$ cat src/satt_fifo.sv
// Small register queue used between front and back and on the result side.
module satt_fifo #(
  parameter int WIDTH = 8,
  parameter int DEPTH = 2
) (
  input  logic             clk,
  input  logic             rst,
  input  logic             push,
  input  logic [WIDTH-1:0] wdata,
  input  logic             pop,
  output logic [WIDTH-1:0] rdata,
  output logic             full,
  output logic             empty
);

  localparam int PTR_W = (DEPTH > 1) ? $clog2(DEPTH) : 1;
  localparam int CNT_W = $clog2(DEPTH + 1);

  logic [WIDTH-1:0] slots [DEPTH];
  logic [PTR_W-1:0] wr_ptr;
  logic [PTR_W-1:0] rd_ptr;
  logic [CNT_W-1:0] count;
  logic             do_push;
  logic             do_pop;

  assign full    = (count == CNT_W'(DEPTH));
  assign empty   = (count == '0);
  assign do_push = push && !full;
  assign do_pop  = pop && !empty;
  assign rdata   = slots[rd_ptr];

  always_ff @(posedge clk) begin
    if (do_push) begin
      slots[wr_ptr] <= wdata;
    end
  end

  always_ff @(posedge clk) begin
    if (rst) begin
      wr_ptr <= '0;
      rd_ptr <= '0;
      count  <= '0;
    end else begin
      if (do_push) begin
        wr_ptr <= (wr_ptr == PTR_W'(DEPTH - 1)) ? '0 : wr_ptr + PTR_W'(1);
      end
      if (do_pop) begin
        rd_ptr <= (rd_ptr == PTR_W'(DEPTH - 1)) ? '0 : rd_ptr + PTR_W'(1);
      end
      if (do_push && !do_pop) begin
        count <= count + CNT_W'(1);
      end else if (do_pop && !do_push) begin
        count <= count - CNT_W'(1);
      end
    end
  end

endmodule

$ cat config.mk
export PLATFORM = sky130hd
export DESIGN_NAME = satt_fifo
export DESIGN_NICKNAME = d
export VERILOG_FILES = /design/src/satt_fifo.sv
export SDC_FILE = /design/constraint.sdc
export NUM_CORES = 1
export LEC_CHECK = 0
export BUFFER_PORTS_ARGS = -buffer_cell sky130_fd_sc_hd__buf_2
export CORE_MARGIN = 4
export CORE_UTILIZATION = 40
export CTS_CLUSTER_DIAMETER = 120
export CTS_CLUSTER_SIZE = 8
export DETAILED_ROUTE_END_ITERATION = 10
export GPL_TIMING_DRIVEN = 1
export PLACE_DENSITY = 0.74
export SYNTH_ARGS = -nofsm -noshare
export SYNTH_HDL_FRONTEND = slang
export SYNTH_SLANG_ARGS = --single-unit
$ cat constraint.sdc
create_clock -name clk -period 1.9 [get_ports clk]
set_clock_uncertainty 0.15 [all_clocks]
set_input_delay 0.38 -clock clk [delete_from_list [all_inputs] [get_ports clk]]
set_output_delay 0.38 -clock clk [all_outputs]
set_load 0.005 [all_outputs]
After elaboration in Yosys (flattened, before gate mapping)

Memories as Yosys holds them, arrays and structs flattened. A register that Yosys moved wholly into a read port is not among the register bits.
Index checks and enable logic that the tools add are counted.

Mux-type cells: 8
Reductions and logical operators: 10
Add/sub/neg operators: 4
Equality and inequality tests: 1

Operator list:

| operator              | count |
|---|---|
| $mux W1               | 6 |
| $logic_and A1 B1 Y1   | 4 |
| $logic_not A1 Y1      | 4 |
| $mux W2               | 2 |
| $add A1 B1 Y1 const B | 2 |
| $add A2 B1 Y2 const B | 1 |
| $eq A2 B2 Y1 const B  | 1 |
| $logic_not A2 Y1      | 1 |
| $reduce_bool A2 Y1    | 1 |
| $sub A2 B1 Y2 const B | 1 |

Bits in writable memories: 16
Memories: 1
Flip-flop bits (word level): 4
Output and inout port bits: 10
Input port bits: 12

Memory list:

| name  | depth | bits a word | rd ports | clocked after Yosys merged registers in | write ports | line | RTL |
|---|---|---|---|---|---|---|---|
| slots | 2     | 8           | 1        | 1                                       | 1           | 19   | `logic [WIDTH-1:0] slots [DEPTH];` |

Depth between registers and ports, before layout

Word-level depth: 7
Depth in mapped cells: 6
Mapped depth without buffers: 6

Worst setup path before layout

No wires, ideal clock.

Kind: flip-flop to flip-flop
Start point: register count[0]
End point: register count[1]
Data required time: 1680 ps
Setup time: 70 ps
Slack: 295 ps
Clock period less this slack: 1605 ps
Stages on the path, launching flop included: 5
Arrival time: 1386 ps
Path buffers: 0
Cell sequence: dfxtp_1 o21ai_0 ha_1 or3_1 a21oi_1

Word-level cells in the longest chain between the ends: 6
Elaborated cells on any way between the ends: 15
Classes of those cells: 2 x add/sub; 1 x eq/ne; 2 x mux; 10 x reduce/logical

Ends and longest elaborated chain:

| what                                                                  | line   | RTL |
|---|---|---|
| start: declaration                                                    | 22     | `logic [CNT_W-1:0] count;` |
| start signal: assignment                                              | 51     | `count <= count + CNT_W'(1);` |
| start signal: assignment                                              | 53     | `count <= count - CNT_W'(1);` |
| $eq A2 B2 Y1 / $logic_not A2 Y1 (equally long branches)               | 26, 27 |  |
| $logic_not A1 Y1, on equally long branches                            | 28, 29 |  |
| $logic_and A1 B1 Y1, on equally long branches                         | 28, 29 |  |
| $logic_not A1 Y1, on equally long branches                            | 52, 50 |  |
| $logic_and A1 B1 Y1, on equally long branches                         | 52, 50 |  |
| $reduce_bool A2 Y1 (no source line) / $mux W2 (equally long branches) | n/a    |  |

Several ways; a longest one is shown, not always the timed one. The select of a mux whose other input is x is not followed.
A chain may end at the register's enable or synchronous reset.

==> run metrics <==
status=complete, no violations; CP Class=reg2out; max-cap violations=0; synth unique cells=13; Setup Fix Bufs, Post-CTS=0; CP Capture Type=output port; xor/xnor share of the synthesized area=under 10%; Worst-Skew Late Latency=300 ps; DRT iter0 DRCs=4; FILL cells=approximately 170; crit path time final=1760 ps; H-tree levels=1; Longest Clk Path Bufs=2; TritonCTS Buffers=3; setup_tns=0 ps; final std cells w/o fill=99; Die Y=between 50 and 60 um; commonest non-fill, non-tap cell in the layout=buf_2; vias in the first global route=about 430; antenna cells=0; Reg power frac=between 50% and 60%; largest family of logic cells by synthesized area=multiplexers; Placed Cells incl. Taps=95; GR Overflow Total=0; layout cells sized above 1=between 40% and 50%; Final Util=between 50% and 60%; Port Buf Inserts=21; CTS sink cnt=21; Pleak=0.378 nW; drt pass-1 iters=2; die extent in x=52.5 um; layout overhead on the synthesized area=20.0%; syn nets=63; Mapped Area=793 um^2; Gate power share=27.7%; Starting Density=between 40 and 50%; Nets=a little under 90; RSZ-0062 raised after global routing=false; Synth Area per Inst=roughly 16 um^2; CP max FO=8; clock tree root driver cell=clkbuf_4; critical path launch point type=flop; period utilisation layout=slightly above 90%; Setup Viol. Count Final=0; CTS tree=done; Residual DRC=0; detailed placement HPWL=approximately 880 um; mux cell area share after synthesis=between 10% and 20%; Routed Antenna Nets=0; Synth Instances=50; Sw Share=around 28%; Via density=4.56; clock network power share=between 10% and 20%; Die ar.=2760 um^2; Fmax=roughly 0.57 GHz; post-synthesis compound-gate area fraction=3.15%; most frequent cells in the layout=buf_2, edfxtp_1, mux2_2, nor2_1, dfxtp_1; num rows=15; switching pwr=roughly 0.00033 W; gpl congestion=~0.63; Max VDD drop=833 uV; io pins=22; number of synthesized register bits=21; Placeable Area=1800 um^2; internal power=~0.00085 W; Hold Fails Final Rpt=0; WL per Instance=about 12 um; first-pass GRT wire length=around 1800 um; GRT Total Usage=9.64%; Synth Area in Adders=1.58%; simple-gate share of the synthesized area=under 10%; HP Class=in2reg; clock-pin transition on the worst setup and hold timing paths=about 100 ps; worst path required time=between 1000 and 1500 ps; Multi-input gate area=between 200 and 250 um^2; register area share after synthesis=about three quarters; Detailed Route WL=between 1000 and 1500 um; Worst-Margin Slew=between 300 and 400 ps; register area=slightly below 600 um^2; antenna violations before repair=0; Worst EP arrival=1230 ps; Synth warnings=0; final count of pins violating max slew=0; pin count of the biggest net entering global routing=12; Power Density=~1200 nW/um^2; Slew headroom=75.2%; via count=approximately 450
## stage by stage
step	hold slack, ps	power, W	cell area, um^2	worst slack, ps
floorplan	299	0.000864	793	295
global placement	318	0.000975	925	257
detailed placement	324	0.000987	925	187
CTS	103	0.00120	952	108
global route	90.2	0.00127	952	29.5
finish	113	0.00118	952	139
## routing by layer
metal,vias to the layer above,track usage (%),wire length [um]
met5,-,0,0
met4,0,7.66,28
met3,3,3.42,97
met2,17,14.9,559
met1,202,10.6,485
li1,229,-,-
## registers in the layout, summed over array words and instances, names as in the netlist, named ones only
name and count:
slots 16, count 2, rd_ptr 1, wr_ptr 1
## cells in the mapped netlist
master    count  area [um^2]
edfxtp_1     16          480
mux2_2        8         90.1
dfxtp_1       5          100
nor2_1        5         18.8
o21ai_0       3         15.0
xor2_1        3         26.3
a21oi_1       2         10.0
inv_1         2         7.51
or3_1         2         12.5
and2_1        1         6.26
buf_2         1         5.00
ha_1          1         12.5
nor2b_2       1         8.76
## kinds of logic after synthesis
logic type / count (synthesis)
buf+inv: 3
compound gates: 5
mux: 8
flops: 21
fa+ha+maj: 1
xor+xnor: 3
simple gates: 9
## critical path, cell delays in order (launching register included)
cell	delay, ps
dfxtp_2	440
mux2_2	360
buf_2	130
## power groups by stage
stage | registers, W | logic (W) | clock network, W
floorplan | 0.000625 | 0.000239 | 0
global placement | 0.000653 | 0.000322 | 0
detailed placement | 0.000656 | 0.000331 | 0
CTS | 0.000649 | 0.000333 | 0.000214
global route | 0.000657 | 0.000370 | 0.000240
finish | 0.000646 | 0.000326 | 0.000204
## path summary, 6_finish.rpt
check | from | to | slack (ps) | depth (start not counted)
max | flop | rdata[1] | 140 | 2
min | wdata[2] | slots[0][2]$_DFFE_PP_ | 110 | 1
max reg2reg | count[0]$_SDFFE_PP0P_ | count[1]$_SDFFE_PP0P_ | 190 | 4
min reg2reg | wr_ptr$_SDFFE_PP0N_ | wr_ptr$_SDFFE_PP0N_ | 340 | 2
## layout make-up
class	count	area share (%)
Sequential cell	21	61.1
Clock buffer	4	2.76
Inverter	2	0.788
Multi-Input combinational cell	26	21.0
Tap cell	25	3.29
Timing Repair Buffer	21	11.0
## timing repair
action	4_1_cts	5_1_grt
endpoints found under the setup margin	6	0
hold buffers	0	0
gates resized for setup	1	0
Power figures use the tool's default switching activity.
