--- config.mk ---
export PLATFORM = sky130hd
export DESIGN_NAME = satt_front
export DESIGN_NICKNAME = d
export VERILOG_FILES = /design/src/satt_pkg.sv /design/src/satt_front.sv
export SDC_FILE = /design/constraint.sdc
export NUM_CORES = 1
export LEC_CHECK = 0
export BUFFER_PORTS_ARGS = -buffer_cell sky130_fd_sc_hd__buf_4
export CORE_AREA = 2 2 112 114
export DETAILED_ROUTE_END_ITERATION = 6
export DIE_AREA = 0 0 114 116
export PLACE_DENSITY_LB_ADDON = 0.08
export SYNTH_ARGS = -nofsm -noshare
export SYNTH_HDL_FRONTEND = slang
export SYNTH_SLANG_ARGS = --single-unit
--- constraint.sdc ---
create_clock -name vclk -period 0.8
set_input_delay 0.08 -clock vclk [all_inputs]
set_output_delay 0.08 -clock vclk [all_outputs]
set_load 0.01 [all_outputs]
--- src/satt_pkg.sv ---
// Shared types and constants of the set-associative transposition table.
package satt_pkg;

  localparam int KEY_W   = 64;
  localparam int DEPTH_W = 8;
  localparam int NODES_W = 56;
  localparam int CNT_W   = 48;
  localparam int IDX_W   = 5;

  localparam logic [IDX_W-1:0] INDEX_BITS_RESET = 5'd16;

  // func codes of an input word
  localparam logic [1:0] FUNC_PROBE = 2'd0;
  localparam logic [1:0] FUNC_STORE = 2'd1;
  localparam logic [1:0] FUNC_CLEAR = 2'd2;

  typedef enum logic [1:0] {
    OP_PROBE,
    OP_STORE,
    OP_CLEAR,
    OP_NOP
  } op_t;

  typedef enum logic [1:0] {
    BK_INIT,
    BK_IDLE,
    BK_EVAL,
    BK_CLEAR
  } bk_state_t;

  typedef struct packed {
    logic [1:0]         func;
    logic [KEY_W-1:0]   key;
    logic [DEPTH_W-1:0] depth;
    logic [NODES_W-1:0] nodes;
  } in_t;

  typedef struct packed {
    logic               hit;
    logic [NODES_W-1:0] found_nodes;
    logic               stored;
    logic               duplicate;
    logic [1:0]         way_used;
    logic [CNT_W-1:0]   hit_total;
    logic [CNT_W-1:0]   miss_total;
    logic [CNT_W-1:0]   fill_total;
    logic [CNT_W-1:0]   collision_total;
  } out_t;

  typedef struct packed {
    op_t                op;
    logic [KEY_W-1:0]   key;
    logic [DEPTH_W-1:0] depth;
    logic [NODES_W-1:0] nodes;
  } cmd_t;

  typedef struct packed {
    logic [KEY_W-1:0]   key;
    logic [DEPTH_W-1:0] depth;
    logic [NODES_W-1:0] count;
  } entry_t;

endpackage

--- src/satt_front.sv ---
// Front end: accepts input words, decodes the operation and forms the set index.
module satt_front #(
  parameter int SET_BITS = 16
) (
  input  logic                        push,
  output logic                        full,
  input  satt_pkg::in_t               item,
  input  logic [satt_pkg::IDX_W-1:0]  index_bits,
  input  logic                        init_busy,
  input  logic                        cmd_full,
  output logic                        cmd_push,
  output satt_pkg::cmd_t              cmd,
  output logic [SET_BITS-1:0]         set
);

  logic [satt_pkg::IDX_W-1:0] eff_bits;

  // no words taken while the table is being swept after reset
  assign full     = cmd_full || init_busy;
  assign cmd_push = push && !full;

  // index_bits beyond the table size acts as the full set width
  assign eff_bits = (index_bits > satt_pkg::IDX_W'(SET_BITS)) ?
                    satt_pkg::IDX_W'(SET_BITS) : index_bits;

  always_comb begin
    for (int i = 0; i < SET_BITS; i++) begin
      set[i] = item.key[i] && (satt_pkg::IDX_W'(i) < eff_bits);
    end
  end

  always_comb begin
    cmd.key   = item.key;
    cmd.depth = item.depth;
    cmd.nodes = item.nodes;
    case (item.func)
      satt_pkg::FUNC_PROBE: cmd.op = satt_pkg::OP_PROBE;
      satt_pkg::FUNC_STORE: cmd.op = satt_pkg::OP_STORE;
      satt_pkg::FUNC_CLEAR: cmd.op = satt_pkg::OP_CLEAR;
      default:              cmd.op = satt_pkg::OP_NOP;
    endcase
  end

endmodule

Word-level counts from Yosys, hierarchy flattened --
Cells that the tools add are included.
Operators by class: add/sub/neg operators 0, multiply operators 0, divide/modulo/power cells 0, order comparisons 17, equal/unequal tests 2, shifts and indexed selects 0, mux-type cells 2, bitwise logic cells 0, reductions and logical operators 20
Operators with widths (count):
- 4-bit by 5-bit less-than comparator with 1-bit output (first input constant) | 8
- 3-bit by 5-bit less-than comparator with 1-bit output (first input constant) | 4
- 1-bit logical AND | 17
- 1-bit by 5-bit less-than comparator with 1-bit output (first input constant) | 2
- 2-bit by 5-bit less-than comparator with 1-bit output (first input constant) | 2
- 2-bit case mux with 3 select lines | 1
- 5-bit > comparator (second input constant) | 1
- 5-bit two-way mux | 1
- 2-bit by 1-bit == test with 1-bit output (second input constant) | 1
- 2-bit == test (second input constant) | 1
- 2-bit logical NOT | 1
- 1-bit logical NOT | 1
- 1-bit logical OR | 1
Storage, ports and cells: register bits 0, latch bits 0, bits in writable memories 0, memory bits (read-only) 0, logic and storage cells 41, memories 0

Depth between registers and ports, before layout --
Gate-level depths: netlist (run 1).
word-level depth 4, mapped depth 3

Least setup slack after synthesis (run 1) --
No wires, ideal clock.
path kind in2out, from input index_bits[1] in the netlist's numbering, to output set[1], arrival 0.642 ns, required time 0.720 ns, path slack 0.078 ns, cell stages on the path 2, path buffers 1, path through buf_6 -> o41a_1
On the way: cells in the longest elaborated chain, start to end 4
RTL lines:
- start, declared | line satt_front.sv:8 | input logic [satt_pkg::IDX_W-1:0] index_bits,
- 5-bit > comparator | line satt_front.sv:23 | assign eff_bits = (index_bits > satt_pkg::IDX_W'(SET_BITS)) ?
- 5-bit two-way mux (*) | line satt_front.sv:23
- 1-bit by 5-bit less-than comparator with 1-bit output (*) | line satt_front.sv:28 | set[i] = item.key[i] && (satt_pkg::IDX_W'(i) < eff_bits);
- 1-bit logical AND (*) | line satt_front.sv:28
- end, declared | line satt_front.sv:13 | output logic [SET_BITS-1:0] set
Mark *: on every way between the ends. The rest lies on a longest branch, timed or not.

Worst setup path after layout (run 1) --
Same ends and word-level chain as after synthesis.

==> results of run 1 <==
[cells in the final DEF, fill, tap and decap left out, drive strengths merged]
cell	count
buf	69
nor2b	5
a21boi	5
nor2	4
o21ai	3
o21a	3
a21oi	3
nand2	2
or2	1
nor3	1
nand3	1
inv	1
o211a	1
a31oi	1
a41oi	1
and2	1
o41a	1
[layer usage]
metal  track usage (%)  up-vias  part of all wire (%)
met4              4.80        0                    12
met3              1.15       40                    13
li1                  -      270                     -
met5                 0        -                     0
met2              5.75       62                    45
met1              3.51      259                    30
[logic make-up after synthesis]
| kind of cell | count (synthesis) |
|---|---|
| buffers and inverters | 135 |
| AOI/OAI and AO/OA | 18 |
| and+or+nand+nor | 15 |
[worst max-delay path: cells and delay by family]
| family | cells | cell delay, ps |
|---|---|---|
| compound gates | 1 | 410 |
| buf+inv | 2 | 260 |
[power by group]
part | leakage [uW] | internal, uW | switching (uW) | total, uW
sequential | 0 | 0 | 0 | 0
combinational | 0.000449 | 313 | 213 | 526
clock | 0 | 0 | 0 | 0
total | 0.000449 | 313 | 213 | 526
[cell type report]
cell class | instances | area, sq um | area share, %
timing repair buffer | 69 | 596 | 57.9
multi-input combinational | 33 | 245 | 23.8
tap | 147 | 184 | 17.9
inverter | 1 | 3.75 | 0.365
[Yosys cell counts]
cell | n | share of area [%]
a21boi_0 | 5 | 3.1
a21oi_1 | 3 | 1.2
a31oi_1 | 1 | 0.52
a41oi_1 | 1 | 0.72
and2_1 | 1 | 0.52
buf_2 | 1 | 0.41
buf_4 | 129 | 80
buf_6 | 2 | 1.9
clkbuf_1 | 2 | 0.62
inv_1 | 1 | 0.31
nand2_1 | 2 | 0.62
nand3_1 | 1 | 0.41
nor2_1 | 4 | 1.2
nor2b_1 | 5 | 2.6
nor3_2 | 1 | 0.82
o211a_1 | 1 | 0.82
o21a_1 | 3 | 1.9
o21ai_0 | 3 | 1.2
o41a_1 | 1 | 0.93
or2_2 | 1 | 0.52
[metrics by stage]
stage | instances | instance area [sq um] | total power, uW
finish | 250 | 1030 | 526
global route | 250 | 1030 | 570
CTS | 250 | 991 | 520
detailed placement | 248 | 911 | 473
global placement | 248 | 911 | 472
floorplan | 168 | 1210 | 796
[timing repair]
| action | 4_1_cts | 5_1_grt |
|---|---|---|
| buffers inserted | 2 | 0 |
| endpoints found under the hold margin | 0 | 0 |
| endpoints found under the setup margin | 15 | 11 |
| pin swaps | 3 | 5 |
| resized for setup | 19 | 11 |
[worst max path at each step]
stage                  start  endpoint  depth (start not counted)
2_1_floorplan  index_bits[1]    set[1]                          2
3_3_place_gp   index_bits[3]    set[0]                          4
3_5_place_dp   index_bits[3]    set[0]                          4
4_1_cts        index_bits[4]    set[1]                          3
5_1_grt        index_bits[1]    set[1]                          3
6_report       index_bits[1]    set[1]                          3
==> flow_metrics.env, run 1 <==
export IMPL_outcome="finished with violations"
export IMPL_violations="setup timing"
export IMPL_hp_start="item[125]"
export IMPL_area_delta_synth_final_pct=-15.3
export IMPL_cpPeakStageDelay_ps=410
export IMPL_dieArea_sq_um=13200
export IMPL_vias_per_cell=2.52
export IMPL_gp_congestion=0.670
export IMPL_finalSetupViolations=2
export IMPL_dp_hpwl_um=2420
export IMPL_antenna_found_initial=0
export IMPL_synthDistinctLibCells=20
export IMPL_numSequentialCells=0
export IMPL_grt_overflow=0
export IMPL_cp_slowest_cell="o41a_1"
export IMPL_grt_pass1_wl_um=3780
export IMPL_first_global_vias=653
export IMPL_timing_hold_ws_ps=160
export IMPL_totalWireLength_um=2930
export IMPL_tightest_slew_ps=197
export IMPL_p_leak_uw=0.000449
export IMPL_fp_row_count=40
export IMPL_synth_top_family_by_area="buffers and inverters"
export IMPL_hold_end="cmd[125]"
export IMPL_routedWlPerCell_um=11.7
export IMPL_synth_mux_area_share_pct=0
export IMPL_fillerInstances=1386
export IMPL_drt_first_pass_iters=2
export IMPL_fin_crit_sh_pct=105
export IMPL_synth_cells=168
export IMPL_slew_viol_final=0
export IMPL_synth_fa_ha_area_share_pct=0
export IMPL_n_clock_buffer=0
export IMPL_dr_first_iter_drc_count=12
export IMPL_required_ps=720
export IMPL_core_area_sq_um=11900
export IMPL_peakVddDrop_v=0.0000580
export IMPL_ys_seq_area_share_pct=0
export IMPL_holdBufCountCts=0
export IMPL_hold_class="input port to output port"
export IMPL_seqCellArea_sq_um=0
export IMPL_end_kind="output port"
export IMPL_drive_gt1_share_pct=73.8
export IMPL_rsz0062_at_grt="true"
export IMPL_grt_use_total_pct=3.70
export IMPL_vias=631
export IMPL_fin_crit_ps=836
export IMPL_ios=286
export IMPL_ant_nets=0
export IMPL_port_buffers=58
export IMPL_die_height_um=116
export IMPL_start_util_pct=10.2
export IMPL_fin_ws_ps=-36.0
export IMPL_fmax_mhz=1200
export IMPL_grt_max_degree=11
export IMPL_ys_warn_count=0
export IMPL_syn_nets=306
export IMPL_slew_headroom_pct=86.8
export IMPL_hold_viol_final=0
export IMPL_crit_fanout=7
export IMPL_power_density_nw_per_um2=511
export IMPL_syn_avg_cell_area_sq_um=7.23
export IMPL_place_ws_ps=-148
export IMPL_final_setup_tns_ps=-46.3
export IMPL_synth_compound_area_share_pct=10.4
export IMPL_die_w_um=114
export IMPL_insertedDiodeCount=0
export IMPL_arrival_ps=760
export IMPL_synth_xor_area_share_pct=0
export IMPL_fin_util_pct=8.63
export IMPL_crit_type="input port to output port"
export IMPL_synth_simple_area_share_pct=6.69
export IMPL_drv_cap=0
export IMPL_hold_depth=0
export IMPL_cp_start_kind="input port"
export IMPL_fin_nets=243
export IMPL_drc=0
export IMPL_syn_area_sq_um=1210
export IMPL_cp_cell_sequence="buf_12 > o41a_1 > buf_4"
(Power assumes the default switching activity.)
==> inputs of run 2 (changes only) <==
--- a/config.mk
+++ b/config.mk
@@ -9,6 +9,7 @@
 export CORE_AREA = 2 2 112 114
 export DETAILED_ROUTE_END_ITERATION = 6
 export DIE_AREA = 0 0 114 116
+export GPL_TIMING_DRIVEN = 0
 export PLACE_DENSITY_LB_ADDON = 0.08
 export SYNTH_ARGS = -nofsm -noshare
 export SYNTH_HDL_FRONTEND = slang
==> flow_metrics.env, run 2 (synthesis gave the netlist of run 1 again) <==
export IMPL_cp_depth=4
export IMPL_layout_commonest_cell="buf_4"
export IMPL_seqCellArea_sq_um=0
export IMPL_crit_path_start="index_bits[2]"
export IMPL_dr_first_iter_drc_count=13
export IMPL_fin_area_sq_um=2860
export IMPL_end_kind="output port"
export IMPL_tightest_slew_ps=204
export IMPL_rsz0062_at_grt="true"
export IMPL_hold_class="input port to output port"
export IMPL_gp_congestion=0.718
export IMPL_totalWireLength_um=5220
export IMPL_endpoint="set[1]"
export IMPL_grt_pass1_wl_um=6440
export IMPL_fillerInstances=1345
export IMPL_antenna_found_initial=0
export IMPL_p_leak_uw=0.00162
export IMPL_path_buf_inv=3
export IMPL_routedWlPerCell_um=10.6
export IMPL_insertedDiodeCount=0
export IMPL_fmax_mhz=1110
export IMPL_n_clock_buffer=0
export IMPL_vias_per_cell=3.14
export IMPL_fin_crit_sh_pct=112
export IMPL_numSequentialCells=0
export IMPL_dieArea_sq_um=13200
export IMPL_required_ps=720
export IMPL_place_ws_ps=-199
export IMPL_drc=0
export IMPL_holdBufCountCts=0
export IMPL_cp_cell_sequence="buf_12 > buf_8 > o41a_1 > buf_6"
export IMPL_ios=286
export IMPL_grt_use_total_pct=6.09
export IMPL_multi_input_area_sq_um=238
export IMPL_drive_gt1_share_pct=91.9
export IMPL_peakVddDrop_v=0.000148
export IMPL_fin_ws_ps=-99.9
export IMPL_core_area_sq_um=11900
export IMPL_slew_viol_final=0
export IMPL_violations="setup timing"
export IMPL_area_delta_synth_final_pct=135
export IMPL_drv_cap=0
export IMPL_fp_row_count=40
export IMPL_arrival_ps=820
export IMPL_place_area_sq_um=2680
export IMPL_hold_viol_final=0
export IMPL_crit_fanout=5
export IMPL_die_w_um=114
export IMPL_cp_slowest_cell="o41a_1"
export IMPL_start_util_pct=10.2
export IMPL_crit_family="compound AO/OA/AOI/OAI gates"
export IMPL_finalSetupViolations=11
export IMPL_first_global_vias=1339
export IMPL_grt_overflow=0
export IMPL_die_height_um=116
export IMPL_dp_hpwl_um=4640
export IMPL_power_density_nw_per_um2=568
export IMPL_cpPeakStageDelay_ps=370
export IMPL_fin_nets=487
export IMPL_mostFrequentLayoutCells="buf_4 (299), buf_6 (5), nor2b_1 (5)"
export IMPL_grt_max_degree=11
export IMPL_crit_type="input port to output port"
export IMPL_cp_start_kind="input port"
export IMPL_port_buffers=170
export IMPL_fin_crit_ps=900
export IMPL_slew_headroom_pct=86.2
export IMPL_outcome="finished with violations"
export IMPL_ant_nets=0
export IMPL_total_power_uw=1620
export IMPL_vias=1553
export IMPL_drt_first_pass_iters=2
[run 2: cell types whose count changed in the layout (fill, tap and decap cells not counted), sizes merged]
| cell | change |
|---|---|
| clkbuf | +2 |
| buf | +242 |
[run 2: stage by stage]
stage / hold WS (ps) / std cells / TNS (ps) / utilization (%)
floorplan: 247 / 168 / 0 / -
global placement: 333 / 485 / -1390 / 22.5
detailed placement: 334 / 485 / -1580 / 22.5
CTS: 337 / 493 / -756 / 23.8
global route: 339 / 494 / -906 / 24.0
finish: 336 / 494 / -480 / 24.0
[run 2: area by class of cell]
type               count  share of cell area [%]
well taps            147                    6.43
repair buffers       179                    49.1
plain buffers        134                    36.0
multi-input cells     33                    8.32
inverters              1                   0.131
[run 2: timing repair]
item                       in CTS  in global routing
resized for setup              26                  6
gates cloned                    1                  0
pin swaps                      10                  5
setup endpoints to repair      15                 16
buffers inserted                7                  2
[run 2: worst min path at each step]
stage | from | cells past startpoint | slack, ps | to
finish | item[50] | 2 | 340 | cmd[50]
global route | item[22] | 2 | 340 | cmd[22]
CTS | item[34] | 2 | 340 | cmd[34]
detailed placement | item[128] | 2 | 330 | cmd[128]
global placement | item[128] | 2 | 330 | cmd[128]
floorplan | push | 2 | 250 | cmd_push
[run 2: power by group]
| group | switching [uW] | internal (uW) |
|---|---|---|
| sequential | 0 | 0 |
| clock | 0 | 0 |
| combinational | 566 | 1060 |
| total | 566 | 1060 |
[run 2: per-layer routing]
metal  wire [um]  track usage [%]
met1        1390             5.29
met2        3150             14.7
met3         676            0.837
met4           0                0
met5           0                0
==> inputs of run 3 (changes only) <==
--- a/config.mk
+++ b/config.mk
@@ -5,10 +5,10 @@
 export SDC_FILE = /design/constraint.sdc
 export NUM_CORES = 1
 export LEC_CHECK = 0
-export BUFFER_PORTS_ARGS = -buffer_cell sky130_fd_sc_hd__buf_4
 export CORE_AREA = 2 2 112 114
 export DETAILED_ROUTE_END_ITERATION = 6
 export DIE_AREA = 0 0 114 116
+export DONT_BUFFER_PORTS = 1
 export GPL_TIMING_DRIVEN = 0
 export PLACE_DENSITY_LB_ADDON = 0.08
 export SYNTH_ARGS = -nofsm -noshare
==> flow_metrics.env, run 3 (synthesis gave the netlist of run 1 again) <==
export IMPL_rsz0062_at_grt="false"
export IMPL_layout_commonest_cell="buf_4"
export IMPL_clockPowerShare_pct=0
export IMPL_tightest_slew_ps=285
export IMPL_outcome="complete, no violations"
export IMPL_multi_input_area_sq_um=218
export IMPL_drt_first_pass_iters=2
export IMPL_hold_depth=1
export IMPL_gp_congestion=0.668
export IMPL_drv_cap=0
export IMPL_totalWireLength_um=3710
export IMPL_hold_end="cmd[107]"
export IMPL_numSequentialCells=0
export IMPL_arrival_ps=680
export IMPL_vias_per_cell=3.01
export IMPL_cp_slowest_cell="o41a_1"
export IMPL_crit_family="compound AO/OA/AOI/OAI gates"
export IMPL_grt_pass1_wl_um=3840
export IMPL_antenna_found_initial=0
export IMPL_insertedDiodeCount=0
export IMPL_fin_nets=308
export IMPL_dp_hpwl_um=3340
export IMPL_vias=947
export IMPL_slew_viol_final=0
export IMPL_fin_crit_ps=762
export IMPL_post_cts_buffers=0
export IMPL_grt_max_degree=11
export IMPL_ios=286
export IMPL_cp_start_kind="input port"
export IMPL_hold_class="input port to output port"
export IMPL_mostFrequentLayoutCells="buf_4 (129), a21boi_1 (5), nor2b_1 (4), nor2_1 (4), o21a_1 (3)"
export IMPL_seqCellArea_sq_um=0
export IMPL_netSwitchingPower_uw=407
export IMPL_required_ps=720
export IMPL_end_kind="output port"
export IMPL_p_leak_uw=0.000723
export IMPL_hp_start="item[107]"
export IMPL_core_area_sq_um=11900
export IMPL_cp_cell_sequence="buf_6 > o41a_1"
export IMPL_dieArea_sq_um=13200
export IMPL_grt_overflow=0
export IMPL_final_setup_tns_ps=0
export IMPL_path_buf_inv=1
export IMPL_finalSetupViolations=0
export IMPL_dr_first_iter_drc_count=16
export IMPL_fp_row_count=40
export IMPL_die_w_um=114
export IMPL_slew_headroom_pct=81.0
export IMPL_place_ws_ps=-47.7
export IMPL_grt_use_total_pct=3.90
export IMPL_port_buffers=0
export IMPL_n_clock_buffer=0
export IMPL_cts_resized=6
export IMPL_swShare_pct=46.6
export IMPL_pwr_share_comb_pct=100.0
export IMPL_seqPwrFrac_pct=0
export IMPL_holdBufCountCts=0
export IMPL_drc=0
export IMPL_peakVddDrop_v=0.000149
export IMPL_die_height_um=116
export IMPL_power_density_nw_per_um2=619
export IMPL_fmax_mhz=1310
export IMPL_area_delta_synth_final_pct=16.2
export IMPL_ant_nets=0
export IMPL_crit_type="input port to output port"
export IMPL_fin_ws_ps=37.6
export IMPL_cpPeakStageDelay_ps=470
export IMPL_drive_gt1_share_pct=81.5
export IMPL_fillerInstances=1379
export IMPL_fin_util_pct=11.8
export IMPL_routedWlPerCell_um=11.8
export IMPL_hold_viol_final=0
export IMPL_p_int_uw=466
export IMPL_crit_fanout=10
export IMPL_first_global_vias=611
export IMPL_fin_crit_sh_pct=95.3
export IMPL_start_util_pct=10.2
==> run 3: worst max-delay path by stage <==
stage                   from      to  slack [ps]  cells after the start
2_1_floorplan  index_bits[1]  set[1]          80                      2
3_3_place_gp   index_bits[2]  set[4]         -60                      3
3_5_place_dp   index_bits[2]  set[4]         -50                      3
4_1_cts        index_bits[2]  set[0]           4                      3
5_1_grt        index_bits[2]  set[2]           3                      3
6_report       index_bits[1]  set[1]          40                      2
==> run 3: area by class of cell <==
cell class	count	area share (%)
multi-input cells	33	15.4
inverters	1	0.266
well taps	147	13.0
plain buffers	134	71.3
==> run 3: per-layer routing <==
metal,vias up,GRT usage (%),routed length [um]
met2,148,9.13,2210
met3,0,0.471,490
met1,403,3.66,1010
li1,396,-,-
met5,-,0,0
met4,0,0,0
==> run 3: through the flow <==
stage               power (uW)  std cells  cell area, sq um  hold slack, ps
CTS                        890        315              1410             253
detailed placement         882        315              1400             252
floorplan                  796        168              1210             247
global placement           897        315              1400             254
global route               934        315              1410             254
finish                     873        315              1410             253
==> run 3: power groups by stage <==
stage          Clock, uW  Combinational (uW)  Sequential [uW]
2_1_floorplan          0                 796                0
3_3_place_gp           0                 897                0
3_5_place_dp           0                 882                0
4_1_cts                0                 890                0
5_1_grt                0                 934                0
6_report               0                 873                0
